<file path="config.mk">
export PLATFORM = sky130hd
export DESIGN_NAME = nmea_position_sentence_parser_core
export DESIGN_NICKNAME = d
export VERILOG_FILES = /design/src/rtl/nmps_pkg.sv /design/src/rtl/nmps_line_parser.sv /design/src/rtl/nmps_result_reg.sv /design/src/rtl/nmea_position_sentence_parser_core.sv
export VERILOG_INCLUDE_DIRS = /design/src /design/src/rtl
export SDC_FILE = /design/constraint.sdc
export NUM_CORES = 2
export LEC_CHECK = 0
export BUFFER_PORTS_ARGS = -buffer_cell sky130_fd_sc_hd__buf_2
export CORE_MARGIN = 2
export CORE_UTILIZATION = 52
export CTS_CLUSTER_SIZE = 40
export DETAILED_ROUTE_END_ITERATION = 10
export PLACE_DENSITY = 0.79
export RECOVER_POWER = 100
export REMOVE_ABC_BUFFERS = 1
export SLEW_MARGIN = 20
export SYNTH_ARGS = -nofsm -noshare
export SYNTH_HDL_FRONTEND = slang
export SYNTH_SLANG_ARGS = --single-unit
</file>
<file path="constraint.sdc">
create_clock -name clk -period 13.26 [get_ports clk]
set_clock_uncertainty 0.2 [all_clocks]
set_input_delay 0.663 -clock clk [delete_from_list [all_inputs] [get_ports clk]]
set_output_delay 0.663 -clock clk [all_outputs]
set_load 0.01 [all_outputs]
</file>
<file path="src/rtl/nmea_position_sentence_parser_core_defines.svh">
// Assertion macros shared by the sentence parser RTL.
// Each macro expects signals named clk and rst in the enclosing module.
`ifndef NMEA_POSITION_SENTENCE_PARSER_CORE_DEFINES_SVH
`define NMEA_POSITION_SENTENCE_PARSER_CORE_DEFINES_SVH

// Same-cycle implication, checked outside reset.
`define NMPS_ASSERT_NOW(label, cond, prop, msg) \
  label: assert property (@(posedge clk) disable iff (rst) (cond) |-> (prop)) \
    else $error(msg);

// Next-cycle implication, checked outside reset.
`define NMPS_ASSERT_NEXT(label, cond, prop, msg) \
  label: assert property (@(posedge clk) disable iff (rst) (cond) |=> (prop)) \
    else $error(msg);

`endif

</file>
<file path="src/rtl/nmps_pkg.sv">
// Types, constants and helper functions for the NMEA position sentence parser.
// Used by the line parser, the result register and the top level.
package nmps_pkg;

  localparam int MAX_LINE_LENGTH = 128;
  localparam int LINE_POS_W      = $clog2(MAX_LINE_LENGTH + 2);
  localparam logic [LINE_POS_W-1:0] LINE_POS_MAX = LINE_POS_W'(MAX_LINE_LENGTH);
  localparam logic [LINE_POS_W-1:0] HEAD_LEN     = LINE_POS_W'(6);

  localparam int DATA_W = 184;
  localparam int USER_W = 2;
  localparam int INT_W  = 25;

  localparam logic [7:0] CH_NL    = 8'h0A;
  localparam logic [7:0] CH_COMMA = ",";
  localparam logic [7:0] CH_STAR  = "*";
  localparam logic [7:0] CH_DOT   = ".";
  localparam logic [7:0] CH_MINUS = "-";
  localparam logic [7:0] CH_PLUS  = "+";
  localparam logic [7:0] CH_R     = "R";
  localparam logic [7:0] CH_G     = "G";
  localparam logic [7:0] CH_N     = "N";
  localparam logic [7:0] CH_S     = "S";
  localparam logic [7:0] CH_E     = "E";
  localparam logic [7:0] CH_W     = "W";
  localparam logic [7:0] CH_F     = "F";

  // Integer part saturates here; every consumer caps well below it.
  localparam logic [INT_W-1:0] INT_CAP    = 25'd16777216;
  localparam logic [33:0]      ANGLE_MAX  = 34'd6000000000;
  localparam logic [33:0]      ANGLE_SAT  = 34'd6000000001;
  localparam logic [23:0]      SPD_MAX    = 24'd9999999;
  localparam logic [19:0]      DATE_MAX   = 20'd999999;
  localparam logic [23:0]      ALT_POS    = 24'h7FFFFF;
  localparam logic [23:0]      ALT_NEG    = 24'h800000;

  localparam logic [1:0] STAR_DONE = 2'd2;
  localparam logic [1:0] STAR_BAD  = 2'd3;
  localparam logic [3:0] PAIR_NONE = 4'd15;
  localparam logic [4:0] FIELD_LAST = 5'd31;
  localparam logic [3:0] DBP_LAST   = 4'd15;
  localparam logic [2:0] LEN_LAST   = 3'd7;

  typedef enum logic [1:0] {
    KIND_NONE  = 2'd0,
    KIND_RMC   = 2'd1,
    KIND_GGA   = 2'd2,
    KIND_OTHER = 2'd3
  } kind_t;

  typedef struct packed {
    logic [LINE_POS_W-1:0] line_pos;
    kind_t                 kind;
    logic [4:0]            field_num;
    logic [7:0]            xor_acc;
    logic [1:0]            star_digits;
    logic [7:0]            chk_rx;
    logic                  star_seen;
    logic [INT_W-1:0]      int_digits;
    logic [33:0]           deg_part;     // (integer / 100) * 600000, saturated
    logic [6:0]            min_part;     // integer % 100
    logic [13:0]           frac_digits;
    logic [2:0]            frac_count;
    logic [6:0]            frac_hund;    // first two fraction digits
    logic [3:0]            dbp;
    logic                  point_seen;
    logic                  negative;
    logic                  stopped;
    logic [7:0]            first_char;
    logic [2:0]            field_len;
    logic [3:0]            pair_first;
    logic [18:0]           time_val;
    logic [19:0]           date_val;
    logic signed [33:0]    lat_val;
    logic signed [33:0]    lon_val;
    logic signed [23:0]    alt_val;
    logic [23:0]           speed_val;
    logic [23:0]           course_val;
    logic [2:0]            valid_flags;
  } line_state_t;

  typedef struct packed {
    logic [1:0]         sentence_type;
    logic               checksum_ok;
    logic [18:0]        time_of_day_s;
    logic [19:0]        date_ddmmyy;
    logic signed [33:0] latitude;
    logic signed [33:0] longitude;
    logic signed [23:0] altitude_dm;
    logic [23:0]        speed_centiknots;
    logic [23:0]        course_centideg;
    logic               lat_valid;
    logic               lon_valid;
    logic               alt_valid;
  } result_t;

  function automatic logic is_digit(input logic [7:0] c);
    return (c >= "0") && (c <= "9");
  endfunction

  // {valid, nibble}
  function automatic logic [4:0] hex_value(input logic [7:0] c);
    logic [4:0] r;
    r = 5'd0;
    if (c >= "0" && c <= "9")      r = {1'b1, c[3:0]};
    else if (c >= "A" && c <= "F") r = {1'b1, 4'(c - 8'd55)};
    else if (c >= "a" && c <= "f") r = {1'b1, 4'(c - 8'd87)};
    return r;
  endfunction

  function automatic logic [7:0] head_rmc(input logic [2:0] pos);
    logic [7:0] r;
    case (pos)
      3'd0:    r = "$";
      3'd1:    r = "G";
      3'd2:    r = "P";
      3'd3:    r = "R";
      3'd4:    r = "M";
      default: r = "C";
    endcase
    return r;
  endfunction

  function automatic logic [7:0] head_gga(input logic [2:0] pos);
    logic [7:0] r;
    case (pos)
      3'd0:    r = "$";
      3'd1:    r = "G";
      3'd2:    r = "P";
      3'd3:    r = "G";
      3'd4:    r = "G";
      default: r = "A";
    endcase
    return r;
  endfunction

  // Fraction scaled to four digits, truncated.
  function automatic logic [13:0] frac4(input logic [13:0] fd, input logic [2:0] fc);
    logic [13:0] r;
    case (fc)
      3'd0:    r = 14'd0;
      3'd1:    r = 14'(fd * 14'd1000);
      3'd2:    r = 14'(fd * 14'd100);
      3'd3:    r = 14'(fd * 14'd10);
      default: r = fd;
    endcase
    return r;
  endfunction

  // Quotient by 100 for values up to 999.
  function automatic logic [3:0] div100(input logic [9:0] t);
    logic [3:0] q;
    q = 4'd0;
    for (int k = 1; k < 10; k++) begin
      if (t >= 10'(k * 100)) q = 4'(k);
    end
    return q;
  endfunction

  function automatic line_state_t field_clear(input line_state_t s);
    line_state_t r;
    r             = s;
    r.int_digits  = '0;
    r.deg_part    = '0;
    r.min_part    = '0;
    r.frac_digits = '0;
    r.frac_count  = '0;
    r.frac_hund   = '0;
    r.dbp         = '0;
    r.point_seen  = 1'b0;
    r.negative    = 1'b0;
    r.stopped     = 1'b0;
    r.first_char  = '0;
    r.field_len   = '0;
    r.pair_first  = PAIR_NONE;
    return r;
  endfunction

  function automatic line_state_t line_clear();
    line_state_t r;
    r = '0;
    return field_clear(r);
  endfunction

endpackage

</file>
<file path="src/rtl/nmps_line_parser.sv">
// Per-byte line parser: holds the line and field state and builds one result
// at each newline. Depends on nmps_pkg.
module nmps_line_parser (
  input  logic             clk,
  input  logic             rst,
  input  logic             accept,
  input  logic [7:0]       rx_byte,
  output logic             res_valid,
  output nmps_pkg::result_t res
);
  import nmps_pkg::*;

  line_state_t st;
  line_state_t st_next;
  kind_t       kind_next;

  // end-of-field results
  logic signed [33:0] ef_lat, ef_lon;
  logic signed [23:0] ef_alt;
  logic [23:0]        ef_speed, ef_course;
  logic [19:0]        ef_date;
  logic [2:0]         ef_flags;

  logic        full;
  logic [4:0]  base;
  logic [34:0] angle_sum;
  logic [33:0] angle_val;
  logic        angle_ok;
  logic [6:0]  hund_frac;
  logic [23:0] hund_val;
  logic signed [25:0] alt_int;
  logic signed [23:0] alt_int_sat;
  logic signed [27:0] alt_ext, alt_k, alt_mul;
  logic signed [23:0] alt_mul_sat;

  // field character path
  logic        dig;
  logic [3:0]  dval;
  logic [18:0] pair_w;
  logic [28:0] int_prod;
  logic [9:0]  min_t;
  logic [3:0]  carry;
  logic [36:0] deg_prod;
  logic [4:0]  hex;

  // result path
  logic        type_ok;
  logic        chk_ok;
  logic [4:0]  rbase;

  assign dig  = is_digit(rx_byte);
  assign dval = dig ? rx_byte[3:0] : 4'd0;
  assign hex  = hex_value(rx_byte);

  // Header match on the first six characters.
  always_comb begin
    kind_next = st.kind;
    if (st.line_pos < HEAD_LEN) begin
      if (st.line_pos < LINE_POS_W'(3)) begin
        if (rx_byte != head_rmc(st.line_pos[2:0])) kind_next = KIND_OTHER;
      end else if (st.line_pos == LINE_POS_W'(3)) begin
        if (st.kind == KIND_NONE) begin
          if (rx_byte == CH_R)      kind_next = KIND_RMC;
          else if (rx_byte == CH_G) kind_next = KIND_GGA;
          else                      kind_next = KIND_OTHER;
        end
      end else if (st.kind == KIND_RMC) begin
        if (rx_byte != head_rmc(st.line_pos[2:0])) kind_next = KIND_OTHER;
      end else if (st.kind == KIND_GGA) begin
        if (rx_byte != head_gga(st.line_pos[2:0])) kind_next = KIND_OTHER;
      end
    end
  end

  // Field value conversions.
  always_comb begin
    full      = st.field_len != 3'd0;
    angle_sum = 35'(st.deg_part) + 35'(st.min_part) * 35'd10000
              + 35'(frac4(st.frac_digits, st.frac_count));
    angle_val = (angle_sum > 35'(ANGLE_MAX)) ? ANGLE_MAX : angle_sum[33:0];
    angle_ok  = !st.stopped && st.dbp >= 4'd3 && st.dbp <= 4'd6 &&
                is_digit(st.first_char);

    case (st.frac_count)
      3'd0:    hund_frac = 7'd0;
      3'd1:    hund_frac = 7'(st.frac_hund * 7'd10);
      default: hund_frac = st.frac_hund;
    endcase
    if (st.negative)                         hund_val = 24'd0;
    else if (st.int_digits > INT_W'(99999))  hund_val = SPD_MAX;
    else hund_val = 24'(st.int_digits[16:0]) * 24'd100 + 24'(hund_frac);

    alt_int = st.negative ? -$signed({1'b0, st.int_digits}) : $signed({1'b0, st.int_digits});
    if (alt_int > 26'sd8388607)       alt_int_sat = ALT_POS;
    else if (alt_int < -26'sd8388608) alt_int_sat = ALT_NEG;
    else                              alt_int_sat = alt_int[23:0];

    alt_ext = {{4{st.alt_val[23]}}, st.alt_val};
    alt_k   = (st.first_char == CH_F) ? 28'sd3 : 28'sd10;
    alt_mul = alt_ext * alt_k;
    if (alt_mul > 28'sd8388607)       alt_mul_sat = ALT_POS;
    else if (alt_mul < -28'sd8388608) alt_mul_sat = ALT_NEG;
    else                              alt_mul_sat = alt_mul[23:0];
  end

  // Field end: store the converted value of the field just closed.
  always_comb begin
    ef_lat    = st.lat_val;
    ef_lon    = st.lon_val;
    ef_alt    = st.alt_val;
    ef_speed  = st.speed_val;
    ef_course = st.course_val;
    ef_date   = st.date_val;
    ef_flags  = st.valid_flags;
    base      = (kind_next == KIND_RMC) ? 5'd3 : 5'd2;
    if (kind_next == KIND_RMC || kind_next == KIND_GGA) begin
      if (st.field_num == base) begin
        ef_flags[0] = angle_ok;
        ef_lat      = angle_val;
      end else if (st.field_num == base + 5'd1) begin
        if (!(full && (st.first_char == CH_N || st.first_char == CH_S))) ef_flags[0] = 1'b0;
        else if (st.first_char == CH_S) ef_lat = -st.lat_val;
      end else if (st.field_num == base + 5'd2) begin
        ef_flags[1] = angle_ok;
        ef_lon      = angle_val;
      end else if (st.field_num == base + 5'd3) begin
        if (!(full && (st.first_char == CH_E || st.first_char == CH_W))) ef_flags[1] = 1'b0;
        else if (st.first_char == CH_W) ef_lon = -st.lon_val;
      end
    end
    if (kind_next == KIND_RMC) begin
      if (st.field_num == 5'd7)      ef_speed  = hund_val;
      else if (st.field_num == 5'd8) ef_course = hund_val;
      else if (st.field_num == 5'd9) begin
        if (st.negative)                          ef_date = 20'd0;
        else if (st.int_digits > INT_W'(DATE_MAX)) ef_date = DATE_MAX;
        else                                      ef_date = st.int_digits[19:0];
      end
    end else if (kind_next == KIND_GGA) begin
      if (st.field_num == 5'd9) begin
        if (full) begin
          ef_alt      = alt_int_sat;
          ef_flags[2] = 1'b1;
        end else begin
          ef_flags[2] = 1'b0;
        end
      end else if (st.field_num == 5'd10) begin
        if (!full) ef_flags[2] = 1'b0;
        else       ef_alt      = alt_mul_sat;
      end
    end
  end

  // Next line state.
  always_comb begin
    st_next  = st;
    int_prod = {4'd0, st.int_digits} * 29'd10 + 29'(dval);
    min_t    = 10'(st.min_part) * 10'd10 + 10'(dval);
    carry    = div100(min_t);
    deg_prod = 37'(st.deg_part) * 37'd10 + 37'(carry) * 37'd600000;
    case (st.field_len[2:1])
      2'd0:    pair_w = 19'd3600;
      2'd1:    pair_w = 19'd60;
      default: pair_w = 19'd1;
    endcase

    if (accept) begin
      if (rx_byte == CH_NL) begin
        st_next = line_clear();
      end else begin
        if (st.line_pos <= LINE_POS_MAX) st_next.line_pos = st.line_pos + 1'b1;
        st_next.kind = kind_next;

        if (!st.star_seen) begin
          if (rx_byte == CH_STAR) begin
            st_next.lat_val     = ef_lat;
            st_next.lon_val     = ef_lon;
            st_next.alt_val     = ef_alt;
            st_next.speed_val   = ef_speed;
            st_next.course_val  = ef_course;
            st_next.date_val    = ef_date;
            st_next.valid_flags = ef_flags;
            st_next.star_seen   = 1'b1;
          end else begin
            if (st.line_pos != '0) st_next.xor_acc = st.xor_acc ^ rx_byte;
            if (rx_byte == CH_COMMA) begin
              st_next = field_clear(st_next);
              st_next.lat_val     = ef_lat;
              st_next.lon_val     = ef_lon;
              st_next.alt_val     = ef_alt;
              st_next.speed_val   = ef_speed;
              st_next.course_val  = ef_course;
              st_next.date_val    = ef_date;
              st_next.valid_flags = ef_flags;
              if (st.field_num < FIELD_LAST) st_next.field_num = st.field_num + 5'd1;
            end else begin
              if (st.field_len == 3'd0) st_next.first_char = rx_byte;
              // time of day from digit pairs of the first field
              if (st.field_num == 5'd1 && st.field_len < 3'd6) begin
                if (!st.field_len[0]) begin
                  if (dig) begin
                    st_next.time_val   = st.time_val + 19'(dval) * pair_w;
                    st_next.pair_first = dval;
                  end else begin
                    st_next.pair_first = PAIR_NONE;
                  end
                end else if (dig && st.pair_first < 4'd10) begin
                  st_next.time_val = st.time_val +
                    (19'(st.pair_first) * 19'd9 + 19'(dval)) * pair_w;
                end
              end
              if (!st.stopped) begin
                if (st.field_len == 3'd0 && (rx_byte == CH_MINUS || rx_byte == CH_PLUS)) begin
                  st_next.negative = (rx_byte == CH_MINUS);
                end else if (dig) begin
                  if (!st.point_seen) begin
                    st_next.int_digits = (int_prod > 29'(INT_CAP)) ? INT_CAP
                                                                   : int_prod[INT_W-1:0];
                    if (st.dbp < DBP_LAST) st_next.dbp = st.dbp + 4'd1;
                    st_next.min_part = 7'(min_t - 10'(carry) * 10'd100);
                    st_next.deg_part = (deg_prod > 37'(ANGLE_SAT)) ? ANGLE_SAT
                                                                   : deg_prod[33:0];
                  end else if (st.frac_count < 3'd4) begin
                    st_next.frac_digits = 14'(st.frac_digits * 14'd10 + 14'(dval));
                    if (st.frac_count < 3'd2)
                      st_next.frac_hund = 7'(st.frac_hund * 7'd10 + 7'(dval));
                    st_next.frac_count = st.frac_count + 3'd1;
                  end
                end else if (rx_byte == CH_DOT && !st.point_seen) begin
                  st_next.point_seen = 1'b1;
                end else begin
                  st_next.stopped = 1'b1;
                end
              end
              if (st.field_len < LEN_LAST) st_next.field_len = st.field_len + 3'd1;
            end
          end
        end else if (st.star_digits < STAR_DONE) begin
          if (!hex[4]) begin
            st_next.star_digits = STAR_BAD;
          end else begin
            st_next.chk_rx      = {st.chk_rx[3:0], hex[3:0]};
            st_next.star_digits = st.star_digits + 2'd1;
          end
        end
      end
    end
  end

  // Result assembled from the state before the newline.
  always_comb begin
    type_ok = st.line_pos >= HEAD_LEN && st.line_pos <= LINE_POS_MAX &&
              (st.kind == KIND_RMC || st.kind == KIND_GGA);
    chk_ok  = type_ok && st.star_seen && st.star_digits == STAR_DONE &&
              st.chk_rx == st.xor_acc;
    rbase   = (st.kind == KIND_RMC) ? 5'd3 : 5'd2;
    res     = '0;
    res.sentence_type = type_ok ? st.kind : KIND_NONE;
    if (chk_ok) begin
      res.checksum_ok   = 1'b1;
      res.time_of_day_s = st.time_val;
      res.lat_valid     = st.valid_flags[0] && st.field_num >= rbase + 5'd1;
      res.lon_valid     = st.valid_flags[1] && st.field_num >= rbase + 5'd3;
      res.alt_valid     = st.kind == KIND_GGA && st.valid_flags[2] && st.field_num >= 5'd10;
      res.latitude      = res.lat_valid ? st.lat_val : '0;
      res.longitude     = res.lon_valid ? st.lon_val : '0;
      res.altitude_dm   = res.alt_valid ? st.alt_val : '0;
      if (st.kind == KIND_RMC) begin
        res.date_ddmmyy      = st.date_val;
        res.speed_centiknots = st.speed_val;
        res.course_centideg  = st.course_val;
      end
    end
  end

  assign res_valid = accept && (rx_byte == CH_NL);

  always_ff @(posedge clk) begin
    if (rst) begin
      st <= line_clear();
    end else begin
      st <= st_next;
    end
  end

endmodule

</file>
<file path="src/rtl/nmps_result_reg.sv">
// Output register holding one parsed result until the downstream takes it.
// Depends on nmps_pkg.
module nmps_result_reg (
  input  logic              clk,
  input  logic              rst,
  input  logic              load,
  input  nmps_pkg::result_t res,
  input  logic              out_ready,
  output logic              out_valid,
  output nmps_pkg::result_t out_res,
  output logic              in_ready
);
  import nmps_pkg::*;

  // Take a new byte whenever the slot is empty or being drained.
  assign in_ready = !out_valid || out_ready;

  always_ff @(posedge clk) begin
    if (rst) begin
      out_valid <= 1'b0;
    end else if (load) begin
      out_valid <= 1'b1;
    end else if (out_ready) begin
      out_valid <= 1'b0;
    end
  end

  always_ff @(posedge clk) begin
    if (load) begin
      out_res <= res;
    end
  end

endmodule

</file>
<file path="src/rtl/nmea_position_sentence_parser_core.sv">
// NMEA RMC/GGA position sentence parser, top level.
// Depends on nmps_pkg, nmps_line_parser and nmps_result_reg.
//
// Usage:
//   s_* carries the serial text, one ASCII byte per transfer in s_tdata.
//   m_* carries one result per received newline (0x0A); other bytes give none.
//   m_tuser holds the sentence type (0 other/invalid, 1 RMC, 2 GGA).
// Throughput: one byte per cycle while s_tready is high; each byte is parsed
//   by a single pass of logic from the line state registers into those registers.
// Latency: the result is valid on m_* the cycle after the newline transfer.
// Stall: the single output register keeps its result while m_tready is low;
//   s_tready drops only while that register is full and not being drained,
//   so bytes keep flowing up to and through the next newline otherwise.
// Reset: rst clears the line state and empties the output register; the
//   block takes bytes as soon as rst is released, with no clearing pass.
// Lines longer than 128 bytes report type 0.
`include "nmea_position_sentence_parser_core_defines.svh"

module nmea_position_sentence_parser_core (
  input  logic                        clk,
  input  logic                        rst,
  input  logic                        s_tvalid,
  output logic                        s_tready,
  input  logic [7:0]                  s_tdata,   // rx_byte
  output logic                        m_tvalid,
  input  logic                        m_tready,
  // checksum_ok, time_of_day_s, date_ddmmyy, latitude, longitude, altitude_dm,
  // speed_centiknots, course_centideg, lat_valid, lon_valid, alt_valid, pad
  output logic [nmps_pkg::DATA_W-1:0] m_tdata,
  output logic [nmps_pkg::USER_W-1:0] m_tuser    // sentence_type
);
  import nmps_pkg::*;

  logic    accept;
  logic    res_valid;
  result_t res;
  result_t out_res;

  assign accept = s_tvalid && s_tready;

  nmps_line_parser u_parser (
    .clk       (clk),
    .rst       (rst),
    .accept    (accept),
    .rx_byte   (s_tdata),
    .res_valid (res_valid),
    .res       (res)
  );

  nmps_result_reg u_out (
    .clk       (clk),
    .rst       (rst),
    .load      (res_valid),
    .res       (res),
    .out_ready (m_tready),
    .out_valid (m_tvalid),
    .out_res   (out_res),
    .in_ready  (s_tready)
  );

  assign m_tuser = out_res.sentence_type;
  assign m_tdata = {1'b0,
                    out_res.alt_valid,
                    out_res.lon_valid,
                    out_res.lat_valid,
                    out_res.course_centideg,
                    out_res.speed_centiknots,
                    out_res.altitude_dm,
                    out_res.longitude,
                    out_res.latitude,
                    out_res.date_ddmmyy,
                    out_res.time_of_day_s,
                    out_res.checksum_ok};

  `NMPS_ASSERT_NOW(a_no_accept_when_full, m_tvalid && !m_tready, !s_tready,
    "byte accepted while result register full")
  `NMPS_ASSERT_NEXT(a_newline_gives_result, s_tvalid && s_tready && s_tdata == CH_NL,
    m_tvalid, "newline transfer produced no result")
  `NMPS_ASSERT_NOW(a_bad_type_no_checksum, m_tvalid && m_tuser == KIND_NONE,
    !m_tdata[0], "checksum_ok set for an unrecognised line")
  `NMPS_ASSERT_NOW(a_failed_line_zero, m_tvalid && !m_tdata[0],
    m_tdata[DATA_W-1:1] == '0, "failed line carries nonzero fields")

endmodule
</file>
After elaboration in Yosys (flattened, before gate mapping)

Index checks and enable logic that the tools add are counted.

$add $sub $neg: 28
Multiply operators: 15
$lt $le $gt $ge: 43
Equal/unequal tests: 49
Mux-type cells: 145
Bitwise operators: 1
Reduce and logical (&&, ||, !) cells: 79

Operator list:

| kind                                                | number |
|---|---|
| two-way mux 34 bit                                  | 16 |
| two-way mux 24 bit                                  | 21 |
| two-way mux 328 bit                                 | 1 |
| two-way mux 163 bit                                 | 2 |
| two-way mux 295 bit                                 | 1 |
| two-way mux 131 bit                                 | 2 |
| two-way mux 183 bit                                 | 1 |
| two-way mux 20 bit                                  | 7 |
| two-way mux 8 bit                                   | 15 |
| two-way mux 97 bit                                  | 1 |
| two-way mux 95 bit                                  | 1 |
| two-way mux 94 bit                                  | 1 |
| negation 34 bit                                     | 2 |
| two-way mux 66 bit                                  | 1 |
| two-way mux 19 bit                                  | 3 |
| equality test 8 x 7 -> 1 bit, second input constant | 7 |
| case mux 14 bit (4 select lines)                    | 1 |
| two-way mux 48 bit                                  | 1 |
| two-way mux 23 bit                                  | 2 |
| equality test 8 x 6 -> 1 bit, second input constant | 5 |
| >= comparator 10 bit, second input constant         | 4 |
| nonzero test 3 bit                                  | 13 |
| adder 19 bit                                        | 2 |
| adder 37 x 24 -> 37 bit                             | 1 |
| 108 further kinds                                   | 249 |

Register bits: 514
Input port bits: 12
Output and inout bits: 188
Logic and storage cells: 401

Longest topological paths before layout

Depth after elaboration: 28
Mapped depth: 46
Depth with buffers taken out: 42

By module

A second synthesis with hierarchy kept.

Cells, all modules: 5,455
Area total of the unflattened synthesis: 46,204.3 um^2

By module, submodules not included:

| module                             | times used | cells an instance | area an instance (um^2) | sequential area each (um^2) |
|---|---|---|---|---|
| nmps_line_parser                   | 1          | 5,263             | 40,585.2                | 6,566.3 |
| nmps_result_reg                    | 1          | 189               | 5,601.6                 | 5,575.3 |
| nmea_position_sentence_parser_core | 1          | 3                 | 17.5                    | 0.0 |

Least setup slack after synthesis

Ideal clock, no wire load.

Path type: input-to-reg
Start point: input s_tdata[0]
End point: register u_parser.st[236] (netlist bit)
Library setup time: 0.117 ns
Arrival time: 9.817 ns
Required time: 12.943 ns
Path slack: 3.126 ns
Stages: 44
Buffers on the path: 3
Cell sequence: clkbuf_1 inv_1 ha_1 nor2_1 o21ai_0 and2_1 clkbuf_1 nand2_1 inv_1 ha_1 ha_1 a41o_1 mux2i_1 a221oi_1 nor3_1 nor3_1 inv_1 nand2_1 (+8 left out) a21oi_1 nor2_1 nor2_1 xnor2_1 ha_1 nand3_1 a21oi_1 o21ai_0 a31oi_1 o211ai_1 a31oi_1 nand3_1 and4b_1 o32ai_1 nor4b_2 nor3_4 buf_6 a32o_1

Longest elaborated chain between the ends: 26
Elaborated cells on any way between the ends: 49
Classes of those cells: 2 x add/sub; 1 x mul; 12 x order compare; 10 x eq/ne; 19 x mux; 5 x reduce/logical

RTL lines:

| what                                                                                    | line                                     | RTL |
|---|---|---|
| start: declaration                                                                      | nmea_position_sentence_parser_core.sv:24 | `input logic [7:0] s_tdata,` |
| >= comparator 8 x 6 -> 1 bit or less-or-equal comparator 8 x 6 -> 1 bit (tied branches) | nmps_pkg.sv:98                           | `return (c >= "0") && (c <= "9");` |
| logical AND 1 bit                                                                       | nmps_pkg.sv:98                           |  |
| two-way mux 4 bit                                                                       | nmps_line_parser.sv:52                   | `assign dval = dig ? rx_byte[3:0] : 4'd0;` |
| adder 10 x 4 -> 10 bit                                                                  | nmps_line_parser.sv:158                  | `min_t = 10'(st.min_part) * 10'd10 + 10'(dval);` |
| >= comparator 10 x 7 -> 1 bit                                                           | nmps_pkg.sv:155                          | `if (t >= 10'(k * 100)) q = 4'(k);` |
| two-way mux 1 bit                                                                       | nmps_pkg.sv:155                          |  |
| two-way mux 2 bit (2 in a row)                                                          | nmps_pkg.sv:155                          |  |
| two-way mux 3 bit (4 in a row)                                                          | nmps_pkg.sv:155                          |  |
| (+6 left out)                                                                           | --                                       |  |
| two-way mux 66 bit                                                                      | nmps_line_parser.sv:216                  | `if (!st.point_seen) begin` |
| two-way mux 94 bit                                                                      | nmps_line_parser.sv:215                  | `end else if (dig) begin` |
| two-way mux 95 bit                                                                      | nmps_line_parser.sv:213                  | `if (st.field_len == 3'd0 && (rx_byte == CH_MINUS \|\| rx_byte == CH_PLUS)) begin` |
| two-way mux 97 bit                                                                      | nmps_line_parser.sv:212                  | `if (!st.stopped) begin` |
| two-way mux 131 bit                                                                     | nmps_line_parser.sv:186                  | `if (rx_byte == CH_COMMA) begin` |
| two-way mux 131 bit                                                                     | nmps_line_parser.sv:175                  | `if (rx_byte == CH_STAR) begin` |
| two-way mux 295 bit                                                                     | nmps_line_parser.sv:174                  | `if (!st.star_seen) begin` |
| two-way mux 328 bit                                                                     | nmps_line_parser.sv:168                  | `if (rx_byte == CH_NL) begin` |
| end signal: assignment                                                                  | nmps_line_parser.sv:280                  | `st <= line_clear();` |
| end signal: assignment                                                                  | nmps_line_parser.sv:282                  | `st <= st_next;` |
| end: declaration                                                                        | nmps_line_parser.sv:13                   | `line_state_t st;` |

Parallel ways exist; a longest one is shown, timed or not. The select of a mux whose other input is x is not followed.
A chain may end at the register's enable or synchronous reset.

Final worst setup path

Start point: input s_tdata[0]
End point: register u_parser.st[239] (netlist bit)

The elaborated chain is that of the path after synthesis.

==> summary.txt <==
Clocking
  – TritonCTS clock tree: built
  – Clock latency on the worst-skew pair: roughly 0.66 ns
  – Hold_buf cts: 0
  – H-tree depth: 2
  – CTS clk-pin slew, worst paths: 0.06 ns
  – Cell at the root of the clock tree: clkbuf_16
  – CTS max path bufs: 3
  – TritonCTS sink count: 514
  – Num CTS Buffers: between 50 and 60
  – Postcts setup bufs: 0
  – Post-CTS sizing: 0

Place
  – HPWL after DPL: between 90000 and 100000 microns
  – PortBufs: roughly 200
  – Global placement routability congestion: 0.958
  – Pre-CTS WS: 1.46 ns

Timing
  – Hold Fails Final Rpt: 0
  – Max Clk Rate: roughly 0.086 GHz
  – Worst Tran Pin Value: approximately 3.9 ns
  – Final setup viols: 0
  – Worst rel slew slack: -1.62
  – Period utilisation layout: 0.875
  – Fin crit period: around 12 ns
  – Setup ws final: roughly 1.7 ns
  – Final Max Tran Viols: roughly 430
  – RSZ-0062 raised after global routing: no
  – Post-Route Setup TNS: 0 ns

Routing
  – DRT antenna net count: 0
  – Initial DRC Count: around 3100
  – Detailed-route via count: approximately 40000
  – Post-Route WL: roughly 120000 microns
  – DRT Pass-1 Iters: 8
  – Routed WL per cell: approximately 18 microns
  – DRC: 0
  – Via density per instance: a little under 6

Final layout
  – Ant diodes: 0
  – Layout cells sized above 1: 0.0365
  – Layout Utilization: 0.564
  – Nets: approximately 6200
  – Layout area overhead: 7.96%

GRT
  – Largest net degree at the start of global routing: between 80 and 90
  – GR Util All Layers: 0.263
  – Initial antenna violation count: 1
  – First-pass GRT wire length: 197000 microns
  – Vias in the first global route: ~38000
  – Grt total ovfl: 0

Synth
  – Ys flop type: dfxtp_1
  – Syn_area_per_cell: about 8.5 sq um
  – EDFF count, synth: between 150 and 200
  – Post-synthesis sequential area ratio: 0.264
  – Mapped cell area: between 40000 and 50000 sq um
  – Post-synthesis register bit count: between 500 and 600
  – Synth unique cells: 97
  – Post-Synthesis Cells: approximately 5400
  – YS warnings: 0
  – FFs w/ async S/R, synth: 0

Floorplanning
  – Num rows: around 110
  – Initial Util: 0.522
  – Die Ht: roughly 300 microns
  – Die width: between 300 and 400 microns
  – DIE AREA: roughly 91000 sq um
  – Placeable Area: 88000 sq um
  – # IOs: 200

Hold path
  – Hold crit path type: input port to flop

Worst setup path
  – Worst EP arrival: approximately 12 ns
  – CP Max Fanout: 20
  – Worst reg-to-reg path cell count: 36
  – RR Startpoint: u_parser.st[229]
  – Reg-to-reg setup timing slack: roughly 2.3 ns
  – Max incr delay on CP: 0.74 ns
  – CP max-delay cell: a221oi_1
  – CP startpoint: s_tdata[0]
  – Worst EP required: about 14 ns
  – Reg2reg end: u_parser.st[239]
  – Critical Path Sink Type: flop
  – Worst setup path endpoint: u_parser.st[239]
  – CP Launch Type: input port
  – WS Path Type: input port to flop

Flow run
  – Max_cap viols: 11

Pwr
  – Leak: roughly 0.023 uW
  – Overall power: between 3000 and 4000 uW
  – Power density over cell area: ~73 nW/um^2
  – IR drop worst, VDD: 114 uV

Outcome
  – Failing checks: capacitance limit, slew limit
  – Status: finished with violations
stage by stage:
stage / hold slack (ns) / std cells / instance area (sq um)
detailed placement: 0.242 / 6587 / 48000
CTS: 0.139 / 6695 / 49900
global placement: 0.236 / 6587 / 48000
floorplan: 0.221 / 5181 / 45100
finish: 0.168 / 6695 / 49600
global route: 0.191 / 6695 / 49600
kinds of logic (layout without fill, tap and decap cells):
group                    Yosys count  in the layout  synth area share
buffers and inverters            714            859            0.0592
flip-flops                       514            514             0.264
adder cells (fa/ha/maj)          734            734             0.224
other                              1              1         0.0000816
AO/OA/AOI/OAI                   1276           1276             0.184
AND/OR/NAND/NOR                 1737           1737             0.189
XOR/XNOR                         366            366            0.0701
multiplexers                      43             43           0.00951
synth_stat cells (49+ instances only):
library cell,instances,share of area
ha_1,585,0.16
inv_1,508,0.042
nand2_1,445,0.036
nor2_1,376,0.031
a21oi_1,337,0.037
dfxtp_1,329,0.14
o21ai_0,261,0.028
xnor2_1,241,0.046
edfxtp_1,185,0.12
clkbuf_1,182,0.015
and2_1,177,0.024
nor3_1,159,0.017
fa_1,146,0.064
xor2_1,124,0.024
nand3_1,120,0.013
and3_1,113,0.015
a21o_1,97,0.016
or3_1,53,0.0072
nor2b_1,52,0.0071
a31oi_1,50,0.0068
nand2b_1,49,0.0067
state kept, by name, indices dropped and copies added (netlist names):
name,count
u_out.out_res,185
u_out.out_valid,1
u_parser.alt_ext,24
u_parser.st,304
layout make-up:
| cell class | instances | area, sq um |
|---|---|---|
| multi-input combinational | 4157 | 31100 |
| fill | 7896 | 38400 |
| sequential | 514 | 12100 |
| clock inverter | 41 | 457 |
| inverter | 510 | 1920 |
| clock buffer | 67 | 1490 |
| timing repair buffer | 241 | 1040 |
| tap | 1165 | 1460 |
placed cells by master (no fill, tap or decap), types with 42 or more instances in the layout:
cell / count
and3_1: 113
a31oi_1: 50
o211ai_1: 43
o21bai_1: 42
nand3_1: 120
ha_1: 584
nor2_1: 376
or3_1: 53
clkbuf_1: 208
nor2b_1: 52
edfxtp_1: 185
inv_1: 507
and2_0: 82
dfxtp_1: 329
nor3_1: 157
o21ai_0: 263
fa_1: 146
a21o_1: 97
nand2b_1: 49
nand2_1: 446
xnor2_1: 241
clkbuf_16: 57
and2_1: 96
xor2_1: 124
a21oi_1: 337
o21a_1: 44
o31ai_1: 44
worst max-delay path: cells and delay by family:
family	cells	cell delay (ns)
AOI/OAI and AO/OA	14	3.63
xor gates and xnor gates	1	0.13
adders and majority gates	7	2.46
buffers and inverters	6	1.33
muxes	1	0.13
and+or+nand+nor	12	3.62
layer usage:
| layer | vias to the layer above | global-route usage | part of all wire |
|---|---|---|---|
| li1 | 19300 | - | - |
| met1 | 19000 | 0.347 | 0.43 |
| met2 | 1271 | 0.443 | 0.47 |
| met3 | 255 | 0.0288 | 0.060 |
| met4 | 2 | 0.100 | 0.038 |
| met5 | - | 0 | 0.00011 |
worst min path at each step:
stage | endpoint | startpoint | cells past startpoint | slack [ns]
6_report | u_out.out_valid | m_tready | 3 | 0.17
5_1_grt | u_out.out_valid | m_tready | 3 | 0.19
4_1_cts | u_out.out_valid | m_tready | 3 | 0.14
3_5_place_dp | u_parser.st[145] | u_parser.st[145] | 2 | 0.24
3_3_place_gp | u_parser.st[157] | u_parser.st[157] | 2 | 0.24
2_1_floorplan | u_parser.st[143] | u_parser.st[143] | 2 | 0.22
power breakdown:
group          switching [uW]  internal [uW]
Sequential               6.78           1630
Combinational             183            112
Clock                     715            953
Total                     904           2690
Note: power is estimated with default switching activity, not from simulation.
